## src/design/imu_quaternion_complementary_filter_macros.svh

```systemverilog
// Assertion macros for the attitude filter.
`ifndef IMU_QUATERNION_COMPLEMENTARY_FILTER_MACROS_SVH
`define IMU_QUATERNION_COMPLEMENTARY_FILTER_MACROS_SVH

// Same-cycle implication, checked outside reset.
`define IQCF_ASSERT_NOW(lbl, ante, cons, msg) \
    lbl: assert property (@(posedge clk) disable iff (!rst_n) (ante) |-> (cons)) else $error(msg);

// Next-cycle implication, checked outside reset.
`define IQCF_ASSERT_NEXT(lbl, ante, cons, msg) \
    lbl: assert property (@(posedge clk) disable iff (!rst_n) (ante) |=> (cons)) else $error(msg);

`endif

```

## src/design/imuqcf_pkg.sv

```systemverilog
// Shared types, constants and helpers of the attitude filter.
package imuqcf_pkg;

    localparam int NEWTON_STEPS_DEF = 3;

    localparam int OPA_W  = 35;
    localparam int OPB_W  = 33;
    localparam int PROD_W = OPA_W + OPB_W;
    localparam int ACC_W  = PROD_W + 2;

    localparam logic [1:0] CFG_PROP_GAIN     = 2'd0;
    localparam logic [1:0] CFG_INTEG_GAIN    = 2'd1;
    localparam logic [1:0] CFG_SAMPLE_PERIOD = 2'd2;

    localparam logic [30:0] PROP_GAIN_RST     = 31'd8388608;
    localparam logic [31:0] SAMPLE_PERIOD_RST = 32'd4294967;

    localparam logic signed [31:0] ONE_Q30 = 32'sh4000_0000;

    // seed line for the inverse square root, two pieces
    localparam logic [31:0] SEED_LO_C = 32'd1385126953;
    localparam logic [31:0] SEED_LO_K = 32'd297;
    localparam logic [31:0] SEED_HI_C = 32'd981400027;
    localparam logic [31:0] SEED_HI_K = 32'd106;
    localparam logic [39:0] THREE_Q30 = 40'd3221225472;

    localparam logic signed [ACC_W-1:0] S32_MAX = ACC_W'(64'sh7fff_ffff);
    localparam logic signed [ACC_W-1:0] S32_MIN = ACC_W'(-64'sh8000_0000);
    localparam logic signed [ACC_W-1:0] Q30_POS = ACC_W'(64'sh4000_0000);
    localparam logic signed [ACC_W-1:0] Q30_NEG = ACC_W'(-64'sh4000_0000);
    localparam logic signed [ACC_W-1:0] HV2_BASE = ACC_W'(-64'sh0800_0000_0000_0000);

    typedef struct packed {
        logic                     issue;
        logic                     use_base;
        logic                     neg;
        logic                     shr2;
        logic signed [OPA_W-1:0]  a;
        logic signed [OPB_W-1:0]  b;
        logic signed [ACC_W-1:0]  base;
    } mac_req_t;

    function automatic logic signed [31:0] sat32(input logic signed [ACC_W-1:0] v);
        logic signed [31:0] r;
        if (v > S32_MAX)
            r = 32'sh7fff_ffff;
        else if (v < S32_MIN)
            r = 32'sh8000_0000;
        else
            r = v[31:0];
        return r;
    endfunction

endpackage

```

## src/design/imuqcf_mac.sv

```systemverilog
// Shared multiply-accumulate unit: product register, then accumulate.
module imuqcf_mac (
    input  logic                                clk,
    input  logic                                rst_n,
    input  imuqcf_pkg::mac_req_t                req,
    output logic signed [imuqcf_pkg::ACC_W-1:0] acc,
    output logic                                done
);
    import imuqcf_pkg::*;

    logic signed [PROD_W-1:0] prod_reg;
    logic signed [ACC_W-1:0]  base_reg;
    logic signed [ACC_W-1:0]  acc_reg;
    logic                     stage_reg;
    logic                     done_reg;
    logic                     use_base_reg;
    logic                     neg_reg;
    logic                     shr2_reg;

    logic signed [PROD_W-1:0] term;
    logic signed [ACC_W-1:0]  term_ext;
    logic signed [ACC_W-1:0]  sum;

    always_comb
    begin
        term     = shr2_reg ? (prod_reg >>> 2) : prod_reg;
        term_ext = ACC_W'(term);
        sum      = (use_base_reg ? base_reg : acc_reg) + (neg_reg ? -term_ext : term_ext);
    end

    always_ff @(posedge clk or negedge rst_n)
    begin
        if (!rst_n)
        begin
            stage_reg <= 1'b0;
            done_reg  <= 1'b0;
        end
        else
        begin
            stage_reg <= req.issue;
            done_reg  <= stage_reg;
        end
    end

    always_ff @(posedge clk)
    begin
        if (req.issue)
        begin
            prod_reg     <= req.a * req.b;
            base_reg     <= req.base;
            use_base_reg <= req.use_base;
            neg_reg      <= req.neg;
            shr2_reg     <= req.shr2;
        end
        if (stage_reg)
            acc_reg <= sum;
    end

    assign acc  = acc_reg;
    assign done = done_reg;

endmodule

```

## config.mk

```make
export PLATFORM = sky130hd
export DESIGN_NAME = imuqcf_mac
export DESIGN_NICKNAME = d
export VERILOG_FILES = /design/src/design/imu_quaternion_complementary_filter_macros.svh /design/src/design/imuqcf_pkg.sv /design/src/design/imuqcf_mac.sv
export SDC_FILE = /design/constraint.sdc
export NUM_CORES = 2
export LEC_CHECK = 0
export ABC_AREA = 1
export BUFFER_PORTS_ARGS = -buffer_cell sky130_fd_sc_hd__buf_4
export CAP_MARGIN = 20
export CORE_MARGIN = 5
export CORE_UTILIZATION = 50
export CTS_BUF_LIST = sky130_fd_sc_hd__clkbuf_4
export CTS_CLUSTER_SIZE = 20
export DETAILED_ROUTE_END_ITERATION = 10
export PLACE_DENSITY = 0.73
export SLEW_MARGIN = 15
export SYNTH_ARGS = -nofsm -noshare
export SYNTH_HDL_FRONTEND = slang
export SYNTH_SLANG_ARGS = --single-unit
export TNS_END_PERCENT = 5
```

## constraint.sdc

```tcl
create_clock -name clk -period 6 [get_ports clk]
set_clock_uncertainty 0.05 [all_clocks]
set_input_delay 0 -clock clk [delete_from_list [all_inputs] [get_ports clk]]
set_output_delay 0 -clock clk [all_outputs]
set_load 0.05 [all_outputs]
```

# ---- Word level (Yosys, flattened, before mapping)
# Index checks and enable logic that the tools add are counted.
dict set report classes {
  add_sub_neg 2
  n_mul 1
  muxes 3
}
# operator count
set op_table {}
lappend op_table {{70-bit two-way mux} 2}
lappend op_table {{70-bit adder} 1}
lappend op_table {{68-bit negation with 70-bit output} 1}
lappend op_table {{35-bit by 33-bit multiplier with 68-bit output} 1}
lappend op_table {{67-bit two-way mux} 1}
dict set report word_totals {
  register_bits 213
  inputBits 144
  output_inout_bits 71
  elab_cells 14
}

# ---- Depth between registers and ports, before layout
dict set report logic_depth {
  ltp_word 4
  depth_mapped 33
  ltp_nobuf 31
}

# ---- Worst setup path after synthesis
# Ideal clock, no wire load.
dict set report synth_timing {
  path_type {input -> register}
  start {input req[137] (netlist bit)}
  end {register prod_reg[66], data pin}
  setup_time_ns 0.252
  arrival_time_ns 7.019
  required_time_ns 5.698
  path_slack_ns -1.322
  stages 30
  path_buffers 2
  cell_sequence {clkbuf_1 clkbuf_1 nand2_1 inv_1 fa_1 inv_1 fa_1 inv_1 fa_1 inv_1 fa_1 inv_1 fa_1 fa_1 fa_1 inv_1 fa_1 inv_1 ha_1 nand2_1 nor2_1 inv_1 nor2_1 inv_1 nor2_1 inv_1 nor2_1 nor2_1 nand3_1 nand2_1}
}
dict set report synth_via {
  elab_chain_len 1
}
# element line_no
set synth_lines {}
lappend synth_lines {{from (decl)} imuqcf_mac.sv:5} ;# input imuqcf_pkg::mac_req_t req,
lappend synth_lines {{35-bit by 33-bit multiplier with 68-bit output} imuqcf_mac.sv:49} ;# prod_reg <= req.a * req.b;
lappend synth_lines {{to (signal assigned)} imuqcf_mac.sv:49}
lappend synth_lines {{to (decl)} imuqcf_mac.sv:11} ;# logic signed [PROD_W-1:0] prod_reg;
# No other way between the ends.
# A chain may end at the register's enable or synchronous reset.

# ---- Worst setup path in the final report
# Ends and elaborated chain as after synthesis.

==> impl_metrics.toml <==
[synthesis]
synth_edf_count = 211
synth-seq-cells = 213
ys_async_sr_fraction_pct = 0.9390
synth.lib_cells_used.distinct = 49
synth_area_sq_mm = 0.05904
ys_seq_area_share_pct = 10.82
yosys_warnings = 0
syn_area_per_cell_sq_um = 7.777
syn-instance-count = 7592
ys_dominant_reg_cell = "edfxtp_1"
syn-num-nets = 9235

[floorplan]
top_level_ports = 215
core_area_sq_mm = 0.1176
initial_core_util_pct = 50.20
die_area_sq_mm = 0.1251
core.rowCount = 126
die_x_um = 353.6
dieHeight_um = 353.6

[setup_path]
cp.required_ns = 6.48
cp_top_family = "adder cells"
reg2reg_slack_ns = 0.87
cp_num_cells = 30
ff2ff_path_depth = 22
arrival_ns = 6.54
path_common_cell = "fa_1"
cp-start-kind = "input port"
worst-setup-path-type = "in2reg"
crit_slowest_cell = "fa_2"
crit_buf_inv = 11
cpPeakStageDelay_ns = 0.64
crit_fanout = 7
end_kind = "flop"

[timing]
rsz0062_at_grt = "yes"
setup_viol = 8
worstMarginPinSlew_ns = 0.9724
fin_crit_sh_pct = 100.9
period_minus_slack_ns = 6.056
setup_ws_ns = -0.05640
relSlewSlack_pct = 35.18
holdWs_ns = 0.08253
slew_violations = 0
clock.fmax_mhz = 165.1
hold_viol_final = 0

[clock_tree]
root_buffer = "clkbuf_4"
clock_sinks = 213
clk-insertion-delay-late_ns = 0.81
cts_tree = "yes"
cts_buffers = 59
clk_pin_slew_worst_paths_ns = 0.07
cts_buffer_depth = 3
htreeDepth = 2

[finish]
area_delta_synth_final_pct = 18.79
num-fill-cells = 10420
final_layout_size_suffix_gt1_share_pct = 15.61
final_cells = 9926
nNetsFinal = 9985

[route]
num_vias = 50750
route.detailed.drc = 0
ant_nets = 0
wl_um = 186000
dr.pass1.iters = 9
wl_per_cell_um = 18.74
vias_per_cell = 5.113
drt_iter0_markers = 3441

[outcome]
violations = "setup timing"
status = "finished, violations left"

[grt]
gr-total-overflow = 0
antenna_found_initial = 5
grtUsageTotal_pct = 29.90
first_global_vias = 54460
grt_max_degree = 96
grt_pass1_wl_um = 295700

[flow_run]
cap_violations = 0

[min_path]
hold_path_depth = 7
min-delay-path-class = "in2reg"

[placement]
io_buffers = 214
gp_congestion = 1.049
dp_cells = 9644
dp_hpwl_um = 161500
pre_cts_slack_ns = -1.272
==> area by class of cell <==
cell class / count / area [sq um] / share of cell area (%)
Inverter: 2099 / 7893 / 11.25
Timing Repair Buffer: 992 / 8598 / 12.26
Multi-Input combinational cell: 4976 / 44540 / 63.50
Clock buffer: 88 / 660.6 / 0.9419
Tap cell: 1536 / 1922 / 2.740
Clock inverter: 18 / 126.4 / 0.1802
Timing Repair inverter: 1 / 7.507 / 0.01070
Antenna cell: 3 / 7.507 / 0.01070
Sequential cell: 213 / 6387 / 9.106
==> what timing repair did <==
action                     CTS  global route
gates resized for setup     75           248
hold endpoints to repair   152             0
buffers inserted             4            14
pin swaps                   22            66
hold buffers               152             0
setup endpoints to repair   34            48
gates cloned                 0             3
==> stage by stage <==
step	cell area [sq um]	utilization, %	setup TNS (ns)
4_1_cts	69090	58.74	-0.4470
5_1_grt	70140	59.64	-5.319
2_1_floorplan	59220	-	-20.04
6_report	70140	59.64	-0.2126
3_5_place_dp	66470	56.52	-47.48
3_3_place_gp	66470	56.52	-44.35
==> path summary, 6_finish.rpt <==
kind / start / endpoint
worst max-delay path: req[137] / prod_reg[66]
max in group asynchronous: rst_n / stage_reg
worst min-delay path: req[73] / prod_reg[3]
worst max register to register: shr2_reg / acc[59]
worst min register to register: stage_reg / done
min in group asynchronous: rst_n / stage_reg
==> layout by cell type, fill, tap and decap left out, drive strengths merged, types with 16 or more instances in the layout <==
cell,Yosys,final
xnor2,33,33
nor2,503,503
nand2,2043,2043
a21o,16,16
mux2,70,70
buf,17,838
edfxtp,211,211
o21bai,25,25
fa,1208,1208
clkinv,2,17
xor2,118,118
inv,2097,2094
a21oi,207,207
nand3,156,156
nand4,38,38
o21ai,176,176
clkbuf,287,90
nor3,25,25
dlygate4sd3,0,152
ha,291,291
==> logic make-up after synthesis <==
logic type | count (synthesis) | share of synthesized area, %
and+or+nand+nor | 2809 | 18.87
buffers and inverters | 2403 | 15.45
AOI/OAI and AO/OA | 447 | 4.156
DFF | 213 | 10.82
xor gates and xnor gates | 151 | 2.240
adders and majority gates | 1499 | 47.12
muxes | 70 | 1.335
==> metal layers <==
| metal | wire length (um) | GRT usage [%] | part of all wire, % |
|---|---|---|---|
| met1 | 74540 | 38.39 | 40 |
| met4 | 7666 | 10.38 | 4.1 |
| met3 | 13050 | 4.240 | 7.0 |
| met2 | 90760 | 52.06 | 49 |
| met5 | 0 | 0 | 0 |
==> tightest hold or removal path: cells and delay by family <==
| kind | cells | cell delay, ns |
|---|---|---|
| and+or+nand+nor | 1 | 0.05 |
| adders and majority gates | 3 | 0.38 |
| buffers and inverters | 3 | 0.39 |
==> cells in the mapped netlist (10+ instances only) <==
library cell  count  area, sq um
inv_1          2087         7834
mux2_2           70        788.3
nor3_1           23        115.1
nand2_2          11        68.82
nand2_1        2031         7624
clkbuf_1        287         1077
nand4_1          38        237.7
xor2_1          118         1033
ha_1            291         3641
xnor2_1          33        289.0
inv_2            10        37.54
a21o_1           16        120.1
nor2_2           17        106.4
o21ai_1          23        115.1
o21bai_1         25        187.7
nand3b_1         13        97.59
nand3_1         153        765.7
nor4_1           10        62.56
edfxtp_1        211         6336
o21ai_2          14        122.6
nor2_1          480         1802
o21ai_0         138        690.7
fa_1           1208        24180
a21oi_1         206         1031
Power is not shown: default switching activity piles up to over one toggle a cycle in this logic, so the estimate is an artifact.
