## config.mk

```make
export PLATFORM = sky130hd
export DESIGN_NAME = imuqcf_norm
export DESIGN_NICKNAME = d
export VERILOG_FILES = /design/src/design/imu_quaternion_complementary_filter_macros.svh /design/src/design/imuqcf_norm.sv
export SDC_FILE = /design/constraint.sdc
export NUM_CORES = 1
export LEC_CHECK = 0
export BUFFER_PORTS_ARGS = -buffer_cell sky130_fd_sc_hd__buf_2
export CAP_MARGIN = 20
export CORE_MARGIN = 2
export CORE_UTILIZATION = 52
export CTS_CLUSTER_DIAMETER = 100
export CTS_CLUSTER_SIZE = 10
export DETAILED_ROUTE_END_ITERATION = 10
export GPL_ROUTABILITY_DRIVEN = 0
export HOLD_SLACK_MARGIN = 0.1
export PLACE_DENSITY = 0.8
export SLEW_MARGIN = 20
export SYNTH_ARGS = -nofsm -noshare
export SYNTH_HDL_FRONTEND = slang
export SYNTH_SLANG_ARGS = --single-unit
```

## constraint.sdc

```tcl
create_clock -name clk -period 4.7 [get_ports clk]
set_input_delay 0.705 -clock clk [delete_from_list [all_inputs] [get_ports clk]]
set_output_delay 0.705 -clock clk [all_outputs]
set_load 0.1 [all_outputs]
```

## src/design/imu_quaternion_complementary_filter_macros.svh

```systemverilog
// Assertion macros for the attitude filter.
`ifndef IMU_QUATERNION_COMPLEMENTARY_FILTER_MACROS_SVH
`define IMU_QUATERNION_COMPLEMENTARY_FILTER_MACROS_SVH

// Same-cycle implication, checked outside reset.
`define IQCF_ASSERT_NOW(lbl, ante, cons, msg) \
    lbl: assert property (@(posedge clk) disable iff (!rst_n) (ante) |-> (cons)) else $error(msg);

// Next-cycle implication, checked outside reset.
`define IQCF_ASSERT_NEXT(lbl, ante, cons, msg) \
    lbl: assert property (@(posedge clk) disable iff (!rst_n) (ante) |=> (cons)) else $error(msg);

`endif

```

## src/design/imuqcf_norm.sv

```systemverilog
// Shift-search unit: moves an operand by even steps into [2^30, 2^32).
module imuqcf_norm (
    input  logic              clk,
    input  logic              rst_n,
    input  logic              start,
    input  logic [63:0]       m,
    output logic [31:0]       f,
    output logic signed [5:0] half,
    output logic              done
);
    logic [63:0]       f_reg;
    logic signed [5:0] half_reg;
    logic              busy_reg;
    logic              done_reg;

    always_ff @(posedge clk or negedge rst_n)
    begin
        if (!rst_n)
        begin
            busy_reg <= 1'b0;
            done_reg <= 1'b0;
        end
        else
        begin
            done_reg <= 1'b0;
            if (start)
                busy_reg <= 1'b1;
            else if (busy_reg && (f_reg[63:32] == 32'd0) && (f_reg[31:30] != 2'd0))
            begin
                busy_reg <= 1'b0;
                done_reg <= 1'b1;
            end
        end
    end

    always_ff @(posedge clk)
    begin
        if (start)
        begin
            f_reg    <= m;
            half_reg <= 6'sd0;
        end
        else if (busy_reg)
        begin
            if (f_reg[63:32] != 32'd0)
            begin
                f_reg    <= f_reg >> 2;
                half_reg <= half_reg + 6'sd1;
            end
            else if (f_reg[31:30] == 2'd0)
            begin
                f_reg    <= f_reg << 2;
                half_reg <= half_reg - 6'sd1;
            end
        end
    end

    assign f    = f_reg[31:0];
    assign half = half_reg;
    assign done = done_reg;

endmodule
```

; ---- Word level (Yosys, flattened, before mapping)
; Cells that the tools add are included.
[totals]
out_inout_bits = 39
in_bits = 67
regBits = 72
word_cells = 28
[op_classes]
reduce_logical = 12
n_addsub = 2
mux = 10
[op_table]
columns = cell, count
row1 = 64-bit two-way mux, 4
row2 = 32-bit zero test, 1
row3 = 32-bit nonzero test, 1
row4 = 6-bit two-way mux, 2
row5 = 2-bit nonzero test, 4
row6 = 6-bit by 2-bit adder with 6-bit output (second input constant), 1
row7 = 6-bit by 2-bit subtractor with 6-bit output (second input constant), 1
row8 = 1-bit two-way mux, 4
row9 = 2-bit AND reduction, 2
row10 = 3-bit nonzero test, 1
row11 = 1-bit logical AND, 2
row12 = 2-bit zero test, 1

; ---- Depth between registers and ports, before layout
; Gate-level depths: netlist of the first run.
[logic_depth]
depth_word = 5
mapped_depth = 10
ltp_nobuf = 9

; ---- Worst setup path after synthesis of the first run
; No wires, ideal clock.
[synth_timing]
path_kind = input to register
startpoint = in start
endpoint = reg f_reg[0], enable pin
arrival_time_ns = 2.798
path_stages = 3
path_slack_ns = 1.470
setup_time_ns = 0.432
n_path_buf = 2
t_required_ns = 4.268
cell_sequence = clkbuf_1 clkbuf_1 nand2b_1
[synth_between]
elab_chain_cells = 2
elab_cells_between_ends = 3
cone_classes = reduce/logical: 3
[synth_rtl]
columns = item, line_no
row1 = from (decl), imuqcf_norm.sv:5  ; input logic start,
row2 = 3-bit nonzero test (no source line) / 2-bit nonzero test (equally long branches), -
row3 = 2-bit AND reduction (no source line) *, -
row4 = to (signal assigned), imuqcf_norm.sv:40  ; f_reg <= m;
row5 = to (signal assigned), imuqcf_norm.sv:47  ; f_reg <= f_reg >> 2;
row6 = to (signal assigned), imuqcf_norm.sv:52  ; f_reg <= f_reg << 2;
row7 = to (decl), imuqcf_norm.sv:11  ; logic [63:0] f_reg;
; Mark *: on every way between the ends. The rest lies on a longest branch, timed or not.
; A chain may end at the register's enable or synchronous reset.

; ---- Final worst setup path of the first run
[layout_timing]
startpoint = reg f_reg[32]
endpoint = reg half_reg[5] (netlist: half[5])
[layout_between]
elab_chain_cells = 3
elab_cells_between_ends = 4
cone_classes = mux: 1 / reduce/logical: 3
[layout_rtl]
columns = item, line_no
row1 = 32-bit nonzero test *, imuqcf_norm.sv:45  ; if (f_reg[63:32] != 32'd0)
row2 = 2-bit nonzero test (no source line), -
row3 = 2-bit AND reduction (no source line), -
row4 = to (signal assigned), imuqcf_norm.sv:48  ; half_reg <= half_reg + 6'sd1;
row5 = to (signal assigned), imuqcf_norm.sv:53  ; half_reg <= half_reg - 6'sd1;
row6 = to (decl), imuqcf_norm.sv:12  ; logic signed [5:0] half_reg;
; Marked as above.

==> flow_metrics.py, run 1 <==
metrics = {
    "clock_tree": {
        "cts.reportedPaths.clkPinSlew_ns": 0.08,
        "ctsResizeCount": 0,
        "clock-sinks": 72,
        "numCtsBuffers": 9,
        "cts_tree": "yes",
        "clk_latency_ns": 0.33,
        "htreeDepth": 3,
        "cts_setup_buffers": 0,
        "holdBufCountCts": 0,
        "clockBufferDepth": 2,
        "cts_root_buf": "clkbuf_8",
    },
    "sta": {
        "finalHoldViolCount": 0,
        "maxSlewHeadroom_pct": 32.4,
        "timing.final.ws_setup_ns": 1.62,
        "tightest_slew_ns": 1.01,
        "setup_tns_ns": 0,
        "min_period_over_period_pct": 65.5,
        "setup_viol": 0,
        "period_minus_slack_ns": 3.08,
        "slew_violations": 0,
        "fmax_mhz": 325,
        "skew_ns": 0.0122,
        "rsz0062_at_grt": "no",
    },
    "synth": {
        "syn-cell-area_mm2": 0.00380,
        "syn_avg_cell_area_um2": 12.6,
        "synth_warnings": 0,
        "seq_area_frac_synth_pct": 55.1,
        "syn-num-nets": 373,
        "synth-seq-cells": 72,
        "syn_inst": 301,
        "synthDistinctLibCells": 32,
    },
    "detailed_routing": {
        "drc": 0,
        "routed_wl_mm": 7.66,
        "routedWlPerCell_um": 16.0,
        "postRouteAntennaNets": 0,
        "vias_per_cell": 5.28,
        "drtPass1Iterations": 4,
        "drt_first_iter_violations": 163,
        "vias": 2517,
    },
    "die": {
        "rows": 31,
        "start_util_pct": 52.9,
        "dieArea_mm2": 0.00800,
        "core_region_area_mm2": 0.00718,
        "die_h_um": 89.5,
        "ios": 106,
        "die_w_um": 89.5,
    },
    "finish": {
        "n_fill_cell": 588,
        "final_common_cell": "buf_2",
        "final_cell_area_mm2": 0.00432,
        "largest_reg_flops": 64,
        "diodes": 0,
        "area_growth_pct": 13.7,
        "drive_gt1_share_pct": 43.9,
        "nets": 445,
        "most-common-layout-cells": "buf_2 (104), edfxtp_1 (64), nand2_1 (35)",
    },
    "setup_path": {
        "crit_required_ns": 4.91,
        "start_kind": "flip-flop",
        "rr_worst_depth": 9,
        "crit_fanout": 18,
        "critical_path_class": "reg -> reg",
        "reg2reg_slack_ns": 1.62,
        "critical_path_arrival_ns": 3.29,
        "end_kind": "flip-flop",
        "rr_endpoint": "half[5]",
        "worst_r2r_startpoint": "f_reg[32]",
    },
    "job": {
        "maxCapViolations": 0,
    },
    "global_routing": {
        "overflow": 0,
        "groute.usage.overall_pct": 19.3,
        "antenna_found_initial": 0,
        "grt_max_degree": 108,
        "grt_pass1_wl_mm": 11.6,
        "grt_pass1_vias": 2480,
    },
    "placed_design": {
        "placed_area_mm2": 0.00416,
        "portBuffers": 105,
        "pre_cts_ws_ns": 1.69,
        "dpl.hpwl_mm": 5.49,
    },
    "power_and_ir_drop": {
        "powerDensity_mw_per_mm2": 364,
        "ir_drop_uv": 189,
        "p_leak_nw": 1.77,
    },
    "worst_hold_path": {
        "hold_class": "in -> async",
    },
    "outcome": {
        "status": "complete, no violations",
    },
}
[power by group]
group          internal, mW  leakage, nW  total, mW  switching [mW]
Sequential            0.760        0.768      0.806          0.0457
Combinational        0.0858        0.914      0.352           0.267
Clock                 0.189       0.0858      0.413           0.224
[worst max path at each step]
stage / end / from / cells past startpoint
final: half[5] / f_reg[32] / 9
after global routing: half[5] / f_reg[32] / 9
after CTS: half[5] / f_reg[32] / 9
after detailed placement: half[5] / f_reg[32] / 9
after global placement: half[5] / f_reg[32] / 9
after floorplan: f_reg[0] / start / 3
[worst max-delay path, cell delays in order, from the launching register on]
cell and delay [ns]:
edfxtp_1 0.40, nor4_2 0.35, nand4_2 0.30, nor2_4 0.51, ha_1 0.35, a211oi_1 0.23
o21ai_0 0.16, o2111a_1 0.17, a31o_1 0.20, mux2_4 0.29
[layer usage]
| layer | GRT usage, % | wire, µm | share of wire (%) |
|---|---|---|---|
| met1 | 25.1 | 3410 | 44 |
| met2 | 31.6 | 3670 | 48 |
| met3 | 4.16 | 468 | 6.1 |
| met4 | 7.60 | 116 | 1.5 |
| met5 | 0 | 0 | 0 |
[final cells by class]
cell class,count,area (µm²),area share (%)
clock buffers,10,128,2.95
flip-flops and latches,72,2090,48.4
repair buffers,108,551,12.7
multi-input cells,182,1390,32.2
clock inverters,6,36.3,0.840
well taps,99,124,2.87
[Yosys cell counts (all sizes together)]
master | instances | area (µm²)
nand2 | 35 | 131
and4bb | 1 | 12.5
a211oi | 1 | 7.51
o21ai | 38 | 190
nand4 | 2 | 25.0
fa | 1 | 20.0
o2111a | 1 | 11.3
and2 | 3 | 18.8
edfxtp | 64 | 1920
or2 | 1 | 6.26
mux2 | 29 | 330
mux2i | 32 | 320
o31ai | 1 | 21.3
xnor2 | 2 | 17.5
a21oi | 6 | 30.0
nand2b | 2 | 12.5
buf | 35 | 274
a21o | 2 | 15.0
ha | 4 | 50.1
dfrtp | 2 | 50.1
a31o | 1 | 8.76
clkbuf | 12 | 45.0
nor4 | 8 | 93.8
dfxtp | 6 | 120
xor2 | 2 | 17.5
nor2b | 1 | 6.26
nor2 | 9 | 41.3
[kinds of logic after synthesis]
logic type	share of synthesized area, %
AOI/OAI and AO/OA	7.48
xor gates and xnor gates	0.922
adders and majority gates	1.84
buffers and inverters	8.40
DFF	55.1
muxes	17.1
and+or+nand+nor	9.16
[through the flow]
step	hold WS (ns)	total power, mW	util, %	cells
after floorplan	0.409	1.12	-	301
after global placement	0.497	1.17	57.9	461
after detailed placement	0.498	1.17	57.9	461
after CTS	0.132	1.58	60.2	477
after global routing	0.129	1.63	60.2	477
final	0.147	1.57	60.2	477
No activity file was read; power rests on OpenSTA's default activity.
==> inputs of run 2 (changes only) <==
==> constraint.sdc (replaced) <==
create_clock -name clk -period 2.9 [get_ports clk]
set_input_delay 0.435 -clock clk [delete_from_list [all_inputs] [get_ports clk]]
set_output_delay 0.435 -clock clk [all_outputs]
set_load 0.1 [all_outputs]
==> flow_metrics.py, run 2 (synthesized netlist as in run 1, its figures left out) <==
metrics = {
    "sta": {
        "setup_viol": 0,
        "period_minus_slack_ns": 2.63,
        "timing.final.ws_setup_ns": 0.267,
        "maxSlewHeadroom_pct": 66.9,
        "finalHoldViolCount": 0,
        "slew_violations": 0,
        "tightest_slew_ns": 0.497,
        "hold_slack_ns": 0.371,
        "skew_ns": 0.00855,
        "fmax_mhz": 380,
        "setup_tns_ns": 0,
        "rsz0062_at_grt": "no",
        "min_period_over_period_pct": 90.8,
    },
    "clock_tree": {
        "htreeDepth": 3,
        "ctsResizeCount": 0,
        "cts_tree": "yes",
        "cts_root_buf": "clkbuf_8",
        "cts_setup_buffers": 0,
        "cts.reportedPaths.clkPinSlew_ns": 0.08,
        "clk_latency_ns": 0.34,
        "numCtsBuffers": 9,
        "clock-sinks": 72,
        "clockBufferDepth": 2,
    },
    "global_routing": {
        "groute.usage.overall_pct": 19.0,
        "overflow": 0,
        "grt_pass1_vias": 2350,
        "grt_max_degree": 46,
        "grt_pass1_wl_mm": 11.2,
        "antenna_found_initial": 0,
    },
    "finish": {
        "most-common-layout-cells": "buf_2 (104), edfxtp_1 (64), nand2_1 (35)",
        "nets": 452,
        "area_growth_pct": 18.3,
        "drive_gt1_share_pct": 44.7,
        "largest_reg_flops": 64,
        "diodes": 0,
        "final_common_cell": "buf_2",
    },
    "placed_design": {
        "pre_cts_ws_ns": 0.298,
        "dpl.hpwl_mm": 5.52,
        "portBuffers": 105,
    },
    "detailed_routing": {
        "routedWlPerCell_um": 15.7,
        "routed_wl_mm": 7.59,
        "drt_first_iter_violations": 71,
        "vias": 2535,
        "drtPass1Iterations": 4,
        "vias_per_cell": 5.24,
        "drc": 0,
        "postRouteAntennaNets": 0,
    },
    "setup_path": {
        "critical_path_arrival_ns": 2.86,
        "crit_required_ns": 3.13,
        "end_kind": "flip-flop",
        "crit_fanout": 9,
        "critical_path_class": "reg -> reg",
        "start_kind": "flip-flop",
        "critical_path.startpoint": "f_reg[51]",
        "worst_r2r_startpoint": "f_reg[51]",
    },
    "die": {
        "ios": 106,
        "rows": 31,
        "die_w_um": 89.5,
        "start_util_pct": 52.9,
        "dieArea_mm2": 0.00800,
        "core_region_area_mm2": 0.00718,
        "die_h_um": 89.5,
    },
    "power_and_ir_drop": {
        "ir_drop_uv": 392,
        "p_leak_nw": 1.85,
        "powerDensity_mw_per_mm2": 665,
    },
    "outcome": {
        "status": "complete, no violations",
    },
    "worst_hold_path": {
        "hold_class": "in -> reg",
        "hp-start": "m[0]",
    },
    "job": {
        "maxCapViolations": 0,
    },
}
==> run 2: cell count changes in the layout (fill, tap and decap cells not counted) <==
cell	delta
buf_4	+6
bufinv_16	+5
clkinv_2	-3
clkinv_4	-1
clkinvlp_4	-1
dlygate4sd3_1	+1
==> run 2: metrics by stage <==
| step | util [%] | instances | total power [mW] | area, µm² |
|---|---|---|---|---|
| final | 62.6 | 484 | 2.99 | 4490 |
| after floorplan | - | 301 | 1.82 | 3800 |
| after CTS | 62.6 | 484 | 3.01 | 4490 |
| after detailed placement | 58.6 | 467 | 1.90 | 4200 |
| after global routing | 62.6 | 484 | 3.10 | 4490 |
| after global placement | 58.6 | 467 | 1.89 | 4200 |
==> run 2: area by class of cell <==
type                    count  area [µm²]
repair buffers            115         606
multi-input cells         182        1390
clock buffers              10         128
flip-flops and latches     72        2090
well taps                  99         124
clock inverters             6         155
fillers                   583        2680
==> run 2: timing repair <==
item | 4_1_cts | 5_1_grt
hold endpoints to repair | 2 | 0
hold buffers | 1 | 0
endpoints found under the setup margin | 0 | 0
==> run 2: worst max-delay path, cell delays in order, from the launching register on <==
cell and delay, ns:
edfxtp_1 0.40, nor4_2 0.36, nand4_2 0.20, nor2_4 0.25, ha_1 0.29, a211oi_1 0.23, o21ai_0 0.15, o2111a_1 0.16
a31o_1 0.20, mux2_4 0.29
==> run 2: final timing paths <==
| check | cells past startpoint | slack (ns) | endpoint |
|---|---|---|---|
| min reg2reg | 2 | 0.56 | half[4] |
| min in group asynchronous | 2 | 0.43 | busy_reg |
| max | 9 | 0.27 | half[5] |
| max in group asynchronous | 2 | 2.37 | done |
| max reg2reg | 9 | 0.27 | half[5] |
| min | 3 | 0.37 | f_reg[0] |
==> run 2: power breakdown <==
| part | switching [mW] | internal, mW | total, mW |
|---|---|---|---|
| Sequential | 0.0734 | 1.23 | 1.31 |
| Clock | 0.366 | 0.745 | 1.11 |
| Combinational | 0.431 | 0.140 | 0.571 |
==> run 2: per-layer routing <==
metal / track usage [%] / wire length, µm / up-vias
met2: 30.2 / 3540 / 93
met3: 5.45 / 497 / 7
li1: - / - / 1232
met1: 25.3 / 3490 / 1203
met4: 6.24 / 66 / 0
met5: 0 / 0 / -
==> inputs of run 3 (changes only) <==
--- a/config.mk
+++ b/config.mk
@@ -5,10 +5,11 @@
 export SDC_FILE = /design/constraint.sdc
 export NUM_CORES = 1
 export LEC_CHECK = 0
+export ABC_AREA = 1
 export BUFFER_PORTS_ARGS = -buffer_cell sky130_fd_sc_hd__buf_2
 export CAP_MARGIN = 20
 export CORE_MARGIN = 2
-export CORE_UTILIZATION = 52
+export CORE_UTILIZATION = 53
 export CTS_CLUSTER_DIAMETER = 100
 export CTS_CLUSTER_SIZE = 10
 export DETAILED_ROUTE_END_ITERATION = 10
==> flow_metrics.py, run 3 <==
metrics = {
    "setup_path": {
        "critPathSlowestCell": "edfxtp_1",
        "crit_buf_inv": 0,
        "crit_required_ns": 3.17,
        "cp_cell_sequence": "nor2_1 -> nand2_1 -> nor2_2 -> nand2_2 -> nor2_4 -> ha_1 -> a21oi_1 -> o21ai_1 -> nand2_1 -> nand2_2 -> nor2_4 -> nor2_4 -> nand3_1 -> nand2_1 -> nor2_1",
        "critical_path_class": "reg -> reg",
        "rr_endpoint": "half[5]",
        "crit_fanout": 8,
        "reg2reg_slack_ns": 0.52,
        "critical_path_arrival_ns": 2.65,
        "start_kind": "flip-flop",
        "worst_r2r_startpoint": "f_reg[35]",
        "end_kind": "flip-flop",
        "slowest_delay_ns": 0.40,
        "rr_worst_depth": 15,
        "critPathTopFamily": "simple AND/OR/NAND/NOR gates",
    },
    "synth": {
        "syn-num-nets": 512,
        "syn_inst": 440,
        "synth_top_area_share_pct": 47.2,
        "syn-cell-area_mm2": 0.00407,
        "synth-seq-cells": 72,
        "yosysTopAreaCell": "edfxtp_1",
        "seq_area_frac_synth_pct": 51.4,
        "synth_area_leaders": "edfxtp_1 (47%), nand2_1 (11%), a21oi_2 (9.7%), buf_4 (6.1%), nor2_1 (5.5%)",
        "synth_edf_count": 64,
        "synthDistinctLibCells": 26,
        "ys.flop_type": "edfxtp_1",
        "synth_warnings": 0,
        "synth_commonest_cells": "nand2_1 (114), edfxtp_1 (64), nor2_1 (60), a21oi_2 (45), buf_4 (33)",
        "syn_avg_cell_area_um2": 9.26,
        "synth_most_common_cell": "nand2_1",
        "async_reset_ff_share_pct": 2.78,
    },
    "clock_tree": {
        "clk_latency_ns": 0.33,
        "cts_root_buf": "clkbuf_8",
        "cts_tree": "yes",
        "cts.reportedPaths.clkPinSlew_ns": 0.07,
        "htreeDepth": 3,
        "numCtsBuffers": 9,
        "ctsResizeCount": 0,
        "clockBufferDepth": 2,
        "clock-sinks": 72,
    },
    "finish": {
        "area_growth_pct": 12.0,
        "finish.utilization_pct": 62.2,
        "diodes": 0,
        "stdcell_count": 615,
        "n_fill_cell": 653,
        "final_common_cell": "nand2_1",
        "largest_reg_flops": 64,
        "drive_gt1_share_pct": 34.9,
        "final_cell_area_mm2": 0.00456,
        "most-common-layout-cells": "nand2_1 (113), buf_2 (105), edfxtp_1 (64)",
        "nets": 583,
    },
    "detailed_routing": {
        "drtPass1Iterations": 4,
        "postRouteAntennaNets": 0,
        "vias": 3124,
        "vias_per_cell": 5.08,
        "drt_first_iter_violations": 163,
        "routedWlPerCell_um": 13.8,
        "drc": 0,
        "routed_wl_mm": 8.47,
    },
    "power_and_ir_drop": {
        "p_leak_nw": 2.16,
        "ir_drop_uv": 276,
        "powerDensity_mw_per_mm2": 572,
        "total_power_mw": 2.61,
    },
    "die": {
        "rows": 31,
        "start_util_pct": 55.6,
        "die_h_um": 91.7,
        "die_w_um": 91.7,
        "ios": 106,
        "dieArea_mm2": 0.00840,
        "core_region_area_mm2": 0.00733,
    },
    "sta": {
        "hold_slack_ns": 0.370,
        "slew_violations": 0,
        "skew_ns": 0.0120,
        "min_period_over_period_pct": 82.2,
        "finalHoldViolCount": 0,
        "fmax_mhz": 420,
        "rsz0062_at_grt": "no",
        "setup_tns_ns": 0,
        "timing.final.ws_setup_ns": 0.516,
        "setup_viol": 0,
        "tightest_slew_ns": 0.544,
        "period_minus_slack_ns": 2.38,
        "maxSlewHeadroom_pct": 63.7,
    },
    "job": {
        "maxCapViolations": 0,
    },
    "global_routing": {
        "grt_pass1_wl_mm": 13.7,
        "antenna_found_initial": 0,
        "grt_max_degree": 54,
        "overflow": 0,
        "groute.usage.overall_pct": 20.2,
        "grt_pass1_vias": 2969,
    },
    "worst_hold_path": {
        "hold_class": "in -> reg",
        "hold_path_depth": 3,
        "holdPathEnd": "f_reg[63]",
        "hp-start": "m[63]",
    },
    "placed_design": {
        "placed_area_mm2": 0.00438,
        "portBuffers": 105,
        "pre_cts_ws_ns": 0.534,
        "place_inst": 598,
        "dpl.hpwl_mm": 5.97,
    },
    "outcome": {
        "status": "complete, no violations",
    },
}
-- run 3: logic make-up after synthesis --
| family | after synthesis | synth area share [%] |
|---|---|---|
| and+or+nand+nor | 187 | 18.4 |
| AOI/OAI and AO/OA | 94 | 15.8 |
| buffers and inverters | 79 | 12.1 |
| DFF | 72 | 51.4 |
| adders and majority gates | 5 | 1.72 |
| xor gates and xnor gates | 3 | 0.645 |
-- run 3: tightest hold or removal path: cells and delay by family --
family / cells / cell delay [ns]
buffers and inverters: 2 / 0.11
and+or+nand+nor: 1 / 0.04
-- run 3: routing by layer --
metal | up-vias | wire (µm) | GRT usage [%]
met4 | 0 | 68 | 6.06
li1 | 1559 | - | -
met5 | - | 0 | 0
met1 | 1472 | 3860 | 27.8
met2 | 85 | 4160 | 33.0
met3 | 8 | 378 | 3.29
-- run 3: worst max-delay path by stage --
stage	depth (start not counted)	startpoint	end	slack (ns)
5_1_grt	15	f_reg[35]	half[5]	0.33
3_5_place_dp	15	f_reg[35]	half[5]	0.53
6_report	15	f_reg[35]	half[5]	0.52
3_3_place_gp	14	f_reg[34]	half[5]	0.68
4_1_cts	15	f_reg[35]	half[5]	0.51
2_1_floorplan	8	f_reg[35]	f_reg[0]	0.07
-- run 3: power by group --
group,total (mW),switching [mW],internal [mW]
clock,0.711,0.352,0.359
sequential,1.29,0.0666,1.23
combinational,0.608,0.475,0.134
total,2.61,0.893,1.72
-- run 3: final cells by class --
type,count,area (µm²),share of cell area [%]
Timing Repair Buffer,113,588,12.9
Tap cell,99,124,2.71
Multi-Input combinational cell,289,1490,32.7
Clock inverter,1,5.00,0.110
Inverter,26,97.6,2.14
Sequential cell,72,2090,45.8
Clock buffer,15,166,3.65
-- run 3: repair_timing --
action | CTS | global route
hold buffers | 1 | 0
endpoints found under the hold margin | 2 | 0
setup buffers | 0 | 0
